## config.mk

```make
export PLATFORM = sky130hd
export DESIGN_NAME = coap_tcp_frame_parser_flat
export DESIGN_NICKNAME = d
export VERILOG_FILES = /design/src/rtl/ctfp_pkg.sv /design/src/rtl/ctfp_stream_if.sv /design/src/rtl/ctfp_front.sv /design/src/rtl/ctfp_back.sv /design/src/rtl/coap_tcp_frame_parser.sv /design/src/flat_wrapper.sv
export SDC_FILE = /design/constraint.sdc
export NUM_CORES = 2
export LEC_CHECK = 0
export BUFFER_PORTS_ARGS = -buffer_cell sky130_fd_sc_hd__buf_2
export CAP_MARGIN = 20
export CORE_MARGIN = 1
export CORE_UTILIZATION = 30
export CTS_CLUSTER_DIAMETER = 120
export DETAILED_ROUTE_END_ITERATION = 16
export SLEW_MARGIN = 5
export SYNTH_ARGS = -nofsm -noshare
export SYNTH_HDL_FRONTEND = slang
export SYNTH_SLANG_ARGS = --single-unit
```

## constraint.sdc

```tcl
create_clock -name clock -period 19 [get_ports clock]
set_input_delay 1.9 -clock clock [delete_from_list [all_inputs] [get_ports clock]]
set_output_delay 1.9 -clock clock [all_outputs]
set_load 0.01 [all_outputs]
```

## src/rtl/ctfp_pkg.sv

```systemverilog
// shared types and constants for the coap tcp frame parser
`timescale 1ns / 1ps
`default_nettype none
package ctfp_pkg;
   localparam int unsigned MAX_TOKEN = 8;

   localparam logic [2:0] KIND_CODE    = 3'd0;
   localparam logic [2:0] KIND_TOKEN   = 3'd1;
   localparam logic [2:0] KIND_OPTBYTE = 3'd2;
   localparam logic [2:0] KIND_OPTDONE = 3'd3;
   localparam logic [2:0] KIND_PAYLOAD = 3'd4;
   localparam logic [2:0] KIND_STATUS  = 3'd5;

   localparam logic [1:0] ST_OK    = 2'd0;
   localparam logic [1:0] ST_SHORT = 2'd1;
   localparam logic [1:0] ST_CRIT  = 2'd2;
   localparam logic [1:0] ST_PROXY = 2'd3;

   typedef struct packed {
      logic [7:0] in_byte;
      logic       frame_end;
   } req_type;

   typedef struct packed {
      logic [2:0]  kind;
      logic [7:0]  data_byte;
      logic [15:0] opt_id;
      logic [16:0] opt_len;
      logic [31:0] uint_value;
      logic [27:0] blk_index;
      logic        block_more;
      logic [2:0]  block_size_exp;
      logic [32:0] declared_length;
      logic [3:0]  token_length;
      logic [1:0]  status;
      logic        last;
   } rsp_type;

   // one queue entry: up to three results caused by one byte
   typedef struct packed {
      logic [1:0] count;
      rsp_type    r0;
      rsp_type    r1;
      rsp_type    r2;
   } group_type;

   function automatic logic is_known(input logic [15:0] num);
      case (num)
         16'd1, 16'd3, 16'd4, 16'd5, 16'd6, 16'd7, 16'd8, 16'd11, 16'd12, 16'd14,
         16'd15, 16'd17, 16'd20, 16'd23, 16'd27, 16'd28, 16'd60: return 1'b1;
         default: return 1'b0;
      endcase
   endfunction
endpackage
`default_nettype wire

```

## src/rtl/ctfp_stream_if.sv

```systemverilog
// valid/ready channel carrying one payload beat
`timescale 1ns / 1ps
`default_nettype none
interface ctfp_req_if;
   logic              valid;
   logic              ready;
   ctfp_pkg::req_type payload;
   modport source (output valid, output payload, input ready);
   modport sink (input valid, input payload, output ready);
endinterface

interface ctfp_rsp_if;
   logic              valid;
   logic              ready;
   ctfp_pkg::rsp_type payload;
   modport source (output valid, output payload, input ready);
   modport sink (input valid, input payload, output ready);
endinterface
`default_nettype wire

```

## src/rtl/ctfp_front.sv

```systemverilog
// parser front: decodes one byte per beat into a group of up to three results
`timescale 1ns / 1ps
`default_nettype none
module ctfp_front (
   input  wire logic                clock,
   input  wire logic                reset,
   input  wire logic                take,
   input  wire ctfp_pkg::req_type   req,
   output ctfp_pkg::group_type      grp
);
   localparam logic [2:0] PH_HDR = 3'd0, PH_EXT = 3'd1, PH_CODE = 3'd2, PH_TOKEN = 3'd3,
      PH_OPTHDR = 3'd4, PH_OPTEXT = 3'd5, PH_VALUE = 3'd6, PH_PAYLOAD = 3'd7;
   localparam logic [33:0] SEEN_MAX = '1;

   logic [2:0]  phase_ff, phase_in;
   logic [2:0]  ext_left_ff, ext_left_in;
   logic [2:0]  ext_count_ff, ext_count_in;
   logic [1:0]  len_left_ff, len_left_in;
   logic [32:0] body_ff, body_in;
   logic [3:0]  tkl_ff, tkl_in;
   logic [3:0]  tok_left_ff, tok_left_in;
   logic [15:0] onum_ff, onum_in;
   logic [16:0] delta_ff, delta_in;
   logic [16:0] olen_ff, olen_in;
   logic [16:0] vleft_ff, vleft_in;
   logic [31:0] iacc_ff, iacc_in;
   logic [33:0] seen_ff, seen_in;
   logic [1:0]  err_ff, err_in;

   // register update
   always_ff @(posedge clock) begin
      if (reset) begin
         phase_ff <= PH_HDR; ext_left_ff <= '0; ext_count_ff <= '0; len_left_ff <= '0;
         body_ff <= '0; tkl_ff <= '0; tok_left_ff <= '0; onum_ff <= '0; delta_ff <= '0;
         olen_ff <= '0; vleft_ff <= '0; iacc_ff <= '0; seen_ff <= '0; err_ff <= '0;
      end else if (take) begin
         phase_ff <= phase_in; ext_left_ff <= ext_left_in; ext_count_ff <= ext_count_in;
         len_left_ff <= len_left_in; body_ff <= body_in; tkl_ff <= tkl_in;
         tok_left_ff <= tok_left_in; onum_ff <= onum_in; delta_ff <= delta_in;
         olen_ff <= olen_in; vleft_ff <= vleft_in; iacc_ff <= iacc_in;
         seen_ff <= seen_in; err_ff <= err_in;
      end
   end

   function automatic ctfp_pkg::rsp_type mk_done(input logic [15:0] num,
         input logic [16:0] len, input logic [31:0] v);
      ctfp_pkg::rsp_type r;
      r = '0;
      r.kind = ctfp_pkg::KIND_OPTDONE;
      r.opt_id = num;
      r.opt_len = len;
      r.uint_value = v;
      if (num == 16'd23 || num == 16'd27) begin
         r.blk_index = v[31:4];
         r.block_more = v[3];
         r.block_size_exp = v[2:0];
      end
      return r;
   endfunction

   // next state and result group
   always_comb begin
      logic [7:0]  b;
      logic [3:0]  dn, ln;
      logic        fin;
      logic [17:0] nsum;
      logic [15:0] num;
      logic [34:0] need;
      ctfp_pkg::rsp_type r [3];
      logic [1:0]  n;
      b = req.in_byte;
      dn = b[7:4]; ln = b[3:0];
      fin = 1'b0; nsum = '0; num = '0; need = '0;
      r[0] = '0; r[1] = '0; r[2] = '0; n = 2'd0;
      phase_in = phase_ff; ext_left_in = ext_left_ff; ext_count_in = ext_count_ff;
      len_left_in = len_left_ff; body_in = body_ff; tkl_in = tkl_ff;
      tok_left_in = tok_left_ff; onum_in = onum_ff; delta_in = delta_ff;
      olen_in = olen_ff; vleft_in = vleft_ff; iacc_in = iacc_ff; err_in = err_ff;
      seen_in = (seen_ff != SEEN_MAX) ? seen_ff + 34'd1 : seen_ff;

      if (err_ff == ctfp_pkg::ST_OK) begin
         unique case (phase_ff)
            PH_HDR: begin
               tkl_in = (ln < 4'(ctfp_pkg::MAX_TOKEN)) ? ln : 4'(ctfp_pkg::MAX_TOKEN);
               if (dn < 4'd13) begin
                  body_in = 33'(dn); ext_count_in = '0; phase_in = PH_CODE;
               end else begin
                  body_in = '0;
                  ext_count_in = (dn == 4'd13) ? 3'd1 : ((dn == 4'd14) ? 3'd2 : 3'd4);
                  ext_left_in = ext_count_in; phase_in = PH_EXT;
               end
            end
            PH_EXT: begin
               body_in = {1'b0, body_ff[23:0], b};
               if (ext_left_ff != 3'd0) ext_left_in = ext_left_ff - 3'd1;
               if (ext_left_in == 3'd0) begin
                  body_in = body_in + ((ext_count_ff == 3'd1) ? 33'd13 :
                     ((ext_count_ff == 3'd2) ? 33'd269 : 33'd65805));
                  phase_in = PH_CODE;
               end
            end
            PH_CODE: begin
               r[0].kind = ctfp_pkg::KIND_CODE; r[0].data_byte = b;
               r[0].declared_length = body_ff; r[0].token_length = tkl_ff; n = 2'd1;
               tok_left_in = tkl_ff;
               phase_in = (tkl_ff != 4'd0) ? PH_TOKEN : PH_OPTHDR;
            end
            PH_TOKEN: begin
               r[0].kind = ctfp_pkg::KIND_TOKEN; r[0].data_byte = b; n = 2'd1;
               if (tok_left_ff != 4'd0) tok_left_in = tok_left_ff - 4'd1;
               if (tok_left_in == 4'd0) phase_in = PH_OPTHDR;
            end
            PH_OPTHDR: begin
               if (dn == 4'd15) begin
                  phase_in = PH_PAYLOAD;
               end else begin
                  delta_in = 17'(dn); olen_in = 17'(ln);
                  ext_left_in = '0; len_left_in = '0;
                  if (dn == 4'd13) ext_left_in = 3'd1;
                  else if (dn == 4'd14) begin ext_left_in = 3'd2; delta_in = 17'd269; end
                  if (ln == 4'd13) len_left_in = 2'd1;
                  else if (ln == 4'd14) begin len_left_in = 2'd2; olen_in = 17'd269; end
                  if (ext_left_in == 3'd0 && len_left_in == 2'd0) fin = 1'b1;
                  else phase_in = PH_OPTEXT;
               end
            end
            PH_OPTEXT: begin
               if (ext_left_ff != 3'd0) begin
                  delta_in = delta_ff + ((ext_left_ff == 3'd2) ? {1'b0, b, 8'd0} : 17'(b));
                  ext_left_in = ext_left_ff - 3'd1;
               end else if (len_left_ff != 2'd0) begin
                  olen_in = olen_ff + ((len_left_ff == 2'd2) ? {1'b0, b, 8'd0} : 17'(b));
                  len_left_in = len_left_ff - 2'd1;
               end
               if (ext_left_in == 3'd0 && len_left_in == 2'd0) fin = 1'b1;
            end
            PH_VALUE: begin
               r[0].kind = ctfp_pkg::KIND_OPTBYTE; r[0].data_byte = b;
               r[0].opt_id = onum_ff; r[0].opt_len = olen_ff; n = 2'd1;
               iacc_in = {iacc_ff[23:0], b};
               if (vleft_ff != 17'd0) vleft_in = vleft_ff - 17'd1;
               if (vleft_in == 17'd0) begin
                  r[1] = mk_done(onum_ff, olen_ff, iacc_in); n = 2'd2;
                  phase_in = PH_OPTHDR;
               end
            end
            PH_PAYLOAD: begin
               r[0].kind = ctfp_pkg::KIND_PAYLOAD; r[0].data_byte = b; n = 2'd1;
            end
            default: ;
         endcase

         // option header complete: number update and checks
         if (fin) begin
            nsum = 18'(onum_ff) + 18'(delta_in);
            num = (nsum[17:16] != 2'd0) ? 16'hFFFF : nsum[15:0];
            onum_in = num;
            if (num == 16'd35 || num == 16'd39) err_in = ctfp_pkg::ST_PROXY;
            else if (!ctfp_pkg::is_known(num) && num[0]) err_in = ctfp_pkg::ST_CRIT;
            else begin
               vleft_in = olen_in; iacc_in = '0;
               if (olen_in == 17'd0) begin
                  phase_in = PH_OPTHDR;
                  r[0] = mk_done(num, olen_in, 32'd0); n = 2'd1;
               end else phase_in = PH_VALUE;
            end
         end
      end

      // frame end closes with a status result
      if (req.frame_end) begin
         need = 35'(ext_count_in) + 35'(tkl_in) + 35'd2 + 35'(body_in);
         r[n] = '0;
         r[n].kind = ctfp_pkg::KIND_STATUS;
         r[n].status = (35'(seen_in) < need) ? ctfp_pkg::ST_SHORT : err_in;
         n = n + 2'd1;
         phase_in = PH_HDR; ext_left_in = '0; ext_count_in = '0; len_left_in = '0;
         body_in = '0; tkl_in = '0; tok_left_in = '0; onum_in = '0; delta_in = '0;
         olen_in = '0; vleft_in = '0; iacc_in = '0; seen_in = '0; err_in = '0;
      end

      if (n != 2'd0) r[n - 2'd1].last = 1'b1;
      grp.count = n; grp.r0 = r[0]; grp.r1 = r[1]; grp.r2 = r[2];
   end
endmodule
`default_nettype wire

```

## src/rtl/ctfp_back.sv

```systemverilog
// two-entry group queue, serialized one result beat per cycle while rsp.ready
`timescale 1ns / 1ps
`default_nettype none
module ctfp_back (
   input  wire logic                 clock,
   input  wire logic                 reset,
   input  wire logic                 push,
   input  wire ctfp_pkg::group_type  grp,
   output logic                      room,
   ctfp_rsp_if.source                rsp
);
   ctfp_pkg::group_type q_ff [2];
   ctfp_pkg::group_type q_in [2];
   logic [1:0] cnt_ff, cnt_in;
   logic [1:0] idx_ff, idx_in;
   logic       pop;

   // head group walks its results in order
   always_comb begin
      rsp.valid = (cnt_ff != 2'd0);
      case (idx_ff)
         2'd0:    rsp.payload = q_ff[0].r0;
         2'd1:    rsp.payload = q_ff[0].r1;
         default: rsp.payload = q_ff[0].r2;
      endcase
      pop = rsp.valid && rsp.ready && (idx_ff + 2'd1 == q_ff[0].count);
      room = (cnt_ff != 2'd2) || pop;
      idx_in = (rsp.valid && rsp.ready) ? (pop ? 2'd0 : idx_ff + 2'd1) : idx_ff;
      q_in[0] = q_ff[0]; q_in[1] = q_ff[1]; cnt_in = cnt_ff;
      if (pop) begin
         q_in[0] = q_ff[1]; cnt_in = cnt_ff - 2'd1;
      end
      if (push && grp.count != 2'd0) begin
         q_in[cnt_in[0]] = grp; cnt_in = cnt_in + 2'd1;
      end
   end

   always_ff @(posedge clock) begin
      q_ff[0] <= q_in[0];
      q_ff[1] <= q_in[1];
      if (reset) begin
         cnt_ff <= '0; idx_ff <= '0;
      end else begin
         cnt_ff <= cnt_in; idx_ff <= idx_in;
      end
   end
endmodule
`default_nettype wire

```

## src/rtl/coap_tcp_frame_parser.sv

```systemverilog
// CoAP over TCP frame parser top level
//
// req channel: one frame byte per beat with a frame-end flag.
// rsp channel: result beats (code, token, option bytes, option done,
// payload, frame status), up to three per input byte, last set on the
// final result of each byte. Every frame ends with a status beat.
// The front decodes a byte in the cycle it is accepted; its results are
// registered in a two-entry group queue and leave on rsp one per cycle
// while rsp is ready. Throughput is one byte per cycle while each byte
// yields at most one result and rsp is ready; a byte with two or three
// results holds the output longer; req.ready drops once the queue is full.
// Reset (synchronous) returns the parser to the first header byte and
// empties the queue. A stalled rsp fills the queue and then stalls req;
// nothing is lost.
`timescale 1ns / 1ps
`default_nettype none
module coap_tcp_frame_parser (
   input  wire logic  clock,
   input  wire logic  reset,
   ctfp_req_if.sink   req,
   ctfp_rsp_if.source rsp
);
   ctfp_pkg::group_type grp;
   logic room;
   logic take;

   assign req.ready = room;
   assign take = req.valid && room;

   ctfp_front u_front (.clock(clock), .reset(reset), .take(take), .req(req.payload),
      .grp(grp));

   ctfp_back u_back (.clock(clock), .reset(reset), .push(take), .grp(grp), .room(room),
      .rsp(rsp));
endmodule
`default_nettype wire
```

## src/flat_wrapper.sv

```systemverilog
// flat-port wrapper written by rule: the top's interface ports become plain ports
module coap_tcp_frame_parser_flat 
  (clock, reset, req_valid, req_payload, req_ready, rsp_valid, rsp_payload, rsp_ready);
  ctfp_req_if req_i ();
  ctfp_rsp_if rsp_i ();
  input  wire logic clock;
  input  wire logic reset;
  input wire logic [$bits(req_i.valid)-1:0] req_valid;
  input wire logic [$bits(req_i.payload)-1:0] req_payload;
  output wire logic [$bits(req_i.ready)-1:0] req_ready;
  output wire logic [$bits(rsp_i.valid)-1:0] rsp_valid;
  output wire logic [$bits(rsp_i.payload)-1:0] rsp_payload;
  input wire logic [$bits(rsp_i.ready)-1:0] rsp_ready;
  assign req_i.valid = req_valid;
  assign req_i.payload = req_payload;
  assign req_ready = req_i.ready;
  assign rsp_valid = rsp_i.valid;
  assign rsp_payload = rsp_i.payload;
  assign rsp_i.ready = rsp_ready;
  coap_tcp_frame_parser u_core (.clock(clock), .reset(reset), .req(req_i), .rsp(rsp_i));
endmodule
```

### Word level (Yosys, flattened, before mapping)

Memories as Yosys holds them, arrays and structs flattened.
Index checks and enable logic that the tools add are counted.

* register bits: 191
* bits in latches: 0
* RAM bits: 892
* bits in read-only memories: 64
* bits of input ports: 13
* output and inout port bits: 150
* logic and storage cells: 281
* memories kept: 2

Memory list
* u_core.u_back.q_ff: words 2, width 446, read ports 2, clocked after memory_dff 0, write ports 2, RTL line ctfp_back.sv:12 `ctfp_pkg::group_type q_ff [2];`
* (no name shown): words 64, width 1, read ports 1, clocked after memory_dff 0, write ports 0, RTL line ctfp_pkg.sv:48 `case (num)`

* $add $sub $neg: 17
* $mul: 0
* div/mod/pow operators: 0
* $lt $le $gt $ge: 9
* equality and inequality tests: 26
* shift operators: 0
* mux-type cells: 161
* bitwise operators: 5
* reduce and logical (&&, ||, !) cells: 45

Operators with widths (number)
* bitwise mux 444 bit: 3
* demux 148 bit (select 2 bit): 4
* bitwise mux 892 bit: 1
* 2-to-1 mux 446 bit: 2
* 2-to-1 mux 892 bit: 1
* 2-to-1 mux 148 bit: 6
* 2-to-1 mux 444 bit: 2
* demux 446 bit (select 1 bit): 1
* bitwise AND 444 bit: 1
* inverter 444 bit: 1
* 2-to-1 mux 17 bit: 22
* 2-to-1 mux 296 bit: 1
* one-hot mux 148 bit (2 select lines): 1
* 2-to-1 mux 147 bit: 2
* 2-to-1 mux 32 bit: 7
* 2-to-1 mux 33 bit: 4
* 2-to-1 mux 16 bit: 6
* 2-to-1 mux 3 bit: 30
* 2-to-1 mux 34 bit: 2
* one-hot mux 17 bit (2 select lines): 2
* one-hot mux 33 bit (2 select lines): 1
* 2-to-1 mux 2 bit: 32
* one-hot mux 11 bit (4 select lines): 1
* 2-to-1 mux 4 bit: 10
* other kinds (58): 120

### Depth between registers and ports, before layout

* depth in word-level cells: 34
* gate-level depth with buffers: 44
* gate-level depth less buffers: 40

### Cells and area by module

From an unflattened synthesis, not the netlist that was laid out.

* cell total of the unflattened synthesis: 6704
* area, all modules: 57187.3 um^2

Modules (own cells, without submodules)
* ctfp_back: instances 1, cells an instance 4284, area each 39230.1 um^2, seq. area each 22401.5 um^2
* ctfp_front: instances 1, cells an instance 2419, area each 17951.0 um^2, seq. area each 3583.4 um^2
* coap_tcp_frame_parser: instances 1, cells an instance 1, area each 6.3 um^2, seq. area each 0.0 um^2

### Worst setup path after synthesis

No wires, ideal clock.

* kind: in2reg
* start: input req_payload[3]
* end: register (tool-made name)
* setup time: 0.749 ns
* data arrival time: 16.718 ns
* required time: 18.251 ns
* slack: 1.532 ns
* stages: 34
* path buffers: 4
* path through: clkbuf_1 clkbuf_1 and2_1 ha_1 a21o_1 a21o_1 a21o_1 a21oi_1 o21ai_0 or4_1 a41oi_1 o21ai_0 xor2_1 a22o_1 ha_1 inv_1 or3_1 a211o_1 mux2_2 or3_1 ha_1 inv_1 mux4_2 o21ai_0 o211ai_1 and4_1 clkbuf_1 and2_1 buf_2 o21ai_2 ha_1 or3_1 o211ai_1 nor2_1

RTL lines
* start: declaration: RTL line flat_wrapper.sv:9 `input wire logic [$bits(req_i.payload)-1:0] req_payload;`

==> flow_summary.toml <==
[critical_path]
crit_start = "req_payload[1]"
worstPathArrival_ns = 11.29
r2r_cells = 36
reg2reg_from = "u_core.u_front.ext_left_ff[0]"
worstPathMaxFanout = 120
slowest_delay_ns = 0.77
cpMaxStageDelayCell = "buf_4"
critPathCaptureType = "register"
reg2reg_slack_ns = 8.31
cp.required_ns = 19.34
worst-setup-path-type = "in -> reg"
cp-start-kind = "input port"

[global_route]
grt_pass1_wl_mm = 224
grt_pass1_vias = 37500
grt-ovfl-total = 0
grt_usage = 0.166
antenna_found_initial = 11
grt_max_degree = 207

[power_and_ir_drop]
p_seq_frac = 0.446
swShare = 0.318
p_per_area_nw_per_um2 = 119
p_int_w = 0.00464
p_total_w = 0.00680
power.switching_w = 0.00216
comb_power_share = 0.218
ir_drop_v = 0.0000739
pwr-share-clk = 0.337
p_leak_nw = 21.6

[worst_hold_path]
min_path_type = "reg -> reg"

[finish]
syn_to_final_growth_pct = 12.2
fin_cells = 7736
drive_gt1_frac = 0.0940
layout_common_cells = "1256 x nand2_1, 629 x dfxtp_1, 445 x edfxtp_1"
nets = 5563
final_common_cell = "nand2_1"

[yosys]
synth-async-reset-ratio = 0
synthCells = 5488
synthAdderAreaFrac = 0.0292
synth_compound_area_frac = 0.161
synth-xor-area-share = 0.0238
synth_top_family_by_area = "simple AND/OR/NAND/NOR gates"
syn_nets = 5616
synth_area_sq_um = 50700
syn_area_per_cell_sq_um = 9.25
ys_types = 88
synth.mux.area_fraction = 0.0248
synth_edf_count = 445
ys_warn_count = 0
ys.flop_type = "dfxtp_1"
yosysSeqAreaShare = 0.512
synth-simple-area-share = 0.210
yosys_register_bits = 1074

[cts]
path_clk_slew_ns = 0.06
clkLatencyLatePin_ns = 0.76
cts_root_buf = "clkbuf_16"
clock_sinks = 1074
postCtsSetupBuffers = 0
hold_buffers = 0
cts_buffer_depth = 3
cts_tree = "built"
cts_max_level = 3
cts_resized = 0
cts_buffers = 108

[sta]
period_share = 0.576
grt_setup_unrepaired = "no"
tightest_slew_ns = 1.13
holdWs_ns = 0.453
fmax_ghz = 0.0914
skew_ns = 0.0867
max_slew_margin = 0.244
setup_viol = 0
setup_slack_ns = 8.05
hold_viol = 0
fin_setup_tns_ns = 0
report.final.slew_viol_count = 0
period_needed_ns = 10.95

[floorplanning]
io_pins = 163
die_h_microns = 413
die-area_sq_um = 171000
start_util = 0.303
core_sq_um = 168000
die_w_microns = 413
rows = 150

[drt]
vias = 39700
drt_wl_total_mm = 146
remaining_drc_errors = 0
ant_nets = 0
drtIter0Drc = 3636
first_pass_iters = 6
vias_per_cell = 5.14
wl_per_cell_microns = 18.9

[outcome]
status = "completed"

[job]
drv_cap = 0

[placed_design]
dp_cells = 7525
dp_slack_ns = 7.35
dp_hpwl_mm = 91.4
place.gp.congestion = 0.880
io_buffers = 162
==> worst min-delay path by stage <==
stage,depth (start not counted),endpoint,from,slack [ns]
after floorplan,2,u_core.u_back.idx_ff[1],u_core.u_back.idx_ff[1],0.43
after global placement,2,u_core.u_back.q_ff[0][167],u_core.u_back.q_ff[0][167],0.44
after detailed placement,2,u_core.u_back.q_ff[0][167],u_core.u_back.q_ff[0][167],0.45
after CTS,2,u_core.u_back.q_ff[0][169],u_core.u_back.q_ff[0][169],0.45
after global routing,2,u_core.u_back.q_ff[0][107],u_core.u_back.q_ff[0][107],0.47
final,2,u_core.u_back.idx_ff[1],u_core.u_back.idx_ff[1],0.45
==> power by group through the flow <==
| stage | logic [W] | clock network [W] | registers, W |
|---|---|---|---|
| 2_1_floorplan | 0.00102 | 0 | 0.00304 |
| 6_report | 0.00148 | 0.00229 | 0.00303 |
| 5_1_grt | 0.00163 | 0.00243 | 0.00308 |
| 4_1_cts | 0.00149 | 0.00234 | 0.00303 |
| 3_3_place_gp | 0.00146 | 0 | 0.00307 |
| 3_5_place_dp | 0.00148 | 0 | 0.00308 |
==> synth_stat cells (11+ instances only) <==
cell | n | area, sq um
nand2_1 | 1258 | 4720
dfxtp_1 | 629 | 12600
edfxtp_1 | 445 | 13400
a21oi_1 | 396 | 1980
and2_1 | 355 | 2220
clkbuf_1 | 297 | 1110
nor2_1 | 296 | 1110
a22oi_1 | 248 | 1860
o21ai_0 | 226 | 1130
a21o_1 | 122 | 916
mux2i_1 | 119 | 1190
and3_1 | 116 | 726
ha_1 | 109 | 1360
a21oi_2 | 77 | 674
xor2_1 | 77 | 674
nor3_1 | 73 | 365
xnor2_1 | 61 | 534
inv_1 | 54 | 203
nand3_1 | 54 | 270
nand4_1 | 35 | 219
buf_6 | 33 | 372
or3_1 | 29 | 181
a22o_1 | 28 | 245
buf_2 | 28 | 140
a31oi_1 | 20 | 125
nor2b_1 | 20 | 125
a211oi_1 | 17 | 128
buf_4 | 16 | 120
nor4_1 | 15 | 93.8
o211ai_1 | 15 | 113
nand2b_1 | 14 | 87.6
o21ai_1 | 14 | 70.1
a32oi_1 | 12 | 105
o21a_1 | 11 | 82.6
==> routing by layer <==
layer / GRT usage / routed length (microns) / vias up
li1: - / - / 19000
met1: 0.231 / 66700 / 19300
met2: 0.263 / 66800 / 1142
met3: 0.0294 / 9370 / 218
met4: 0.0434 / 3020 / 14
met5: 0 / 87 / -
==> critical path, delay by kind of cell <==
family,cells,cell delay (ns)
buffers and inverters,6,1.86
xor gates and xnor gates,1,0.17
AOI/OAI and AO/OA,14,2.92
muxes,2,0.55
adders and majority gates,4,1.23
and+or+nand+nor,8,2.41
==> area by class of cell <==
type                       instances  area [sq um]
clock buffer                     144          2950
clock inverter                    61           856
inverter                          56           218
timing repair buffer             220          1320
fill                           17200        111000
multi-input combinational       3975         22900
tap                             2204          2760
antenna                            2          5.00
sequential                      1074         26000
==> kinds of logic after synthesis <==
kind of cell    after synthesis
fa+ha+maj                   115
flops                      1074
compound gates             1271
simple gates               2327
mux                         124
buf+inv                     439
xor+xnor                    138
==> through the flow <==
stage | util | instance area [sq um]
floorplan | - | 50700
global placement | 0.317 | 53100
detailed placement | 0.317 | 53100
CTS | 0.339 | 56900
global route | 0.340 | 57000
finish | 0.340 | 57000
(Power assumes the default switching activity.)
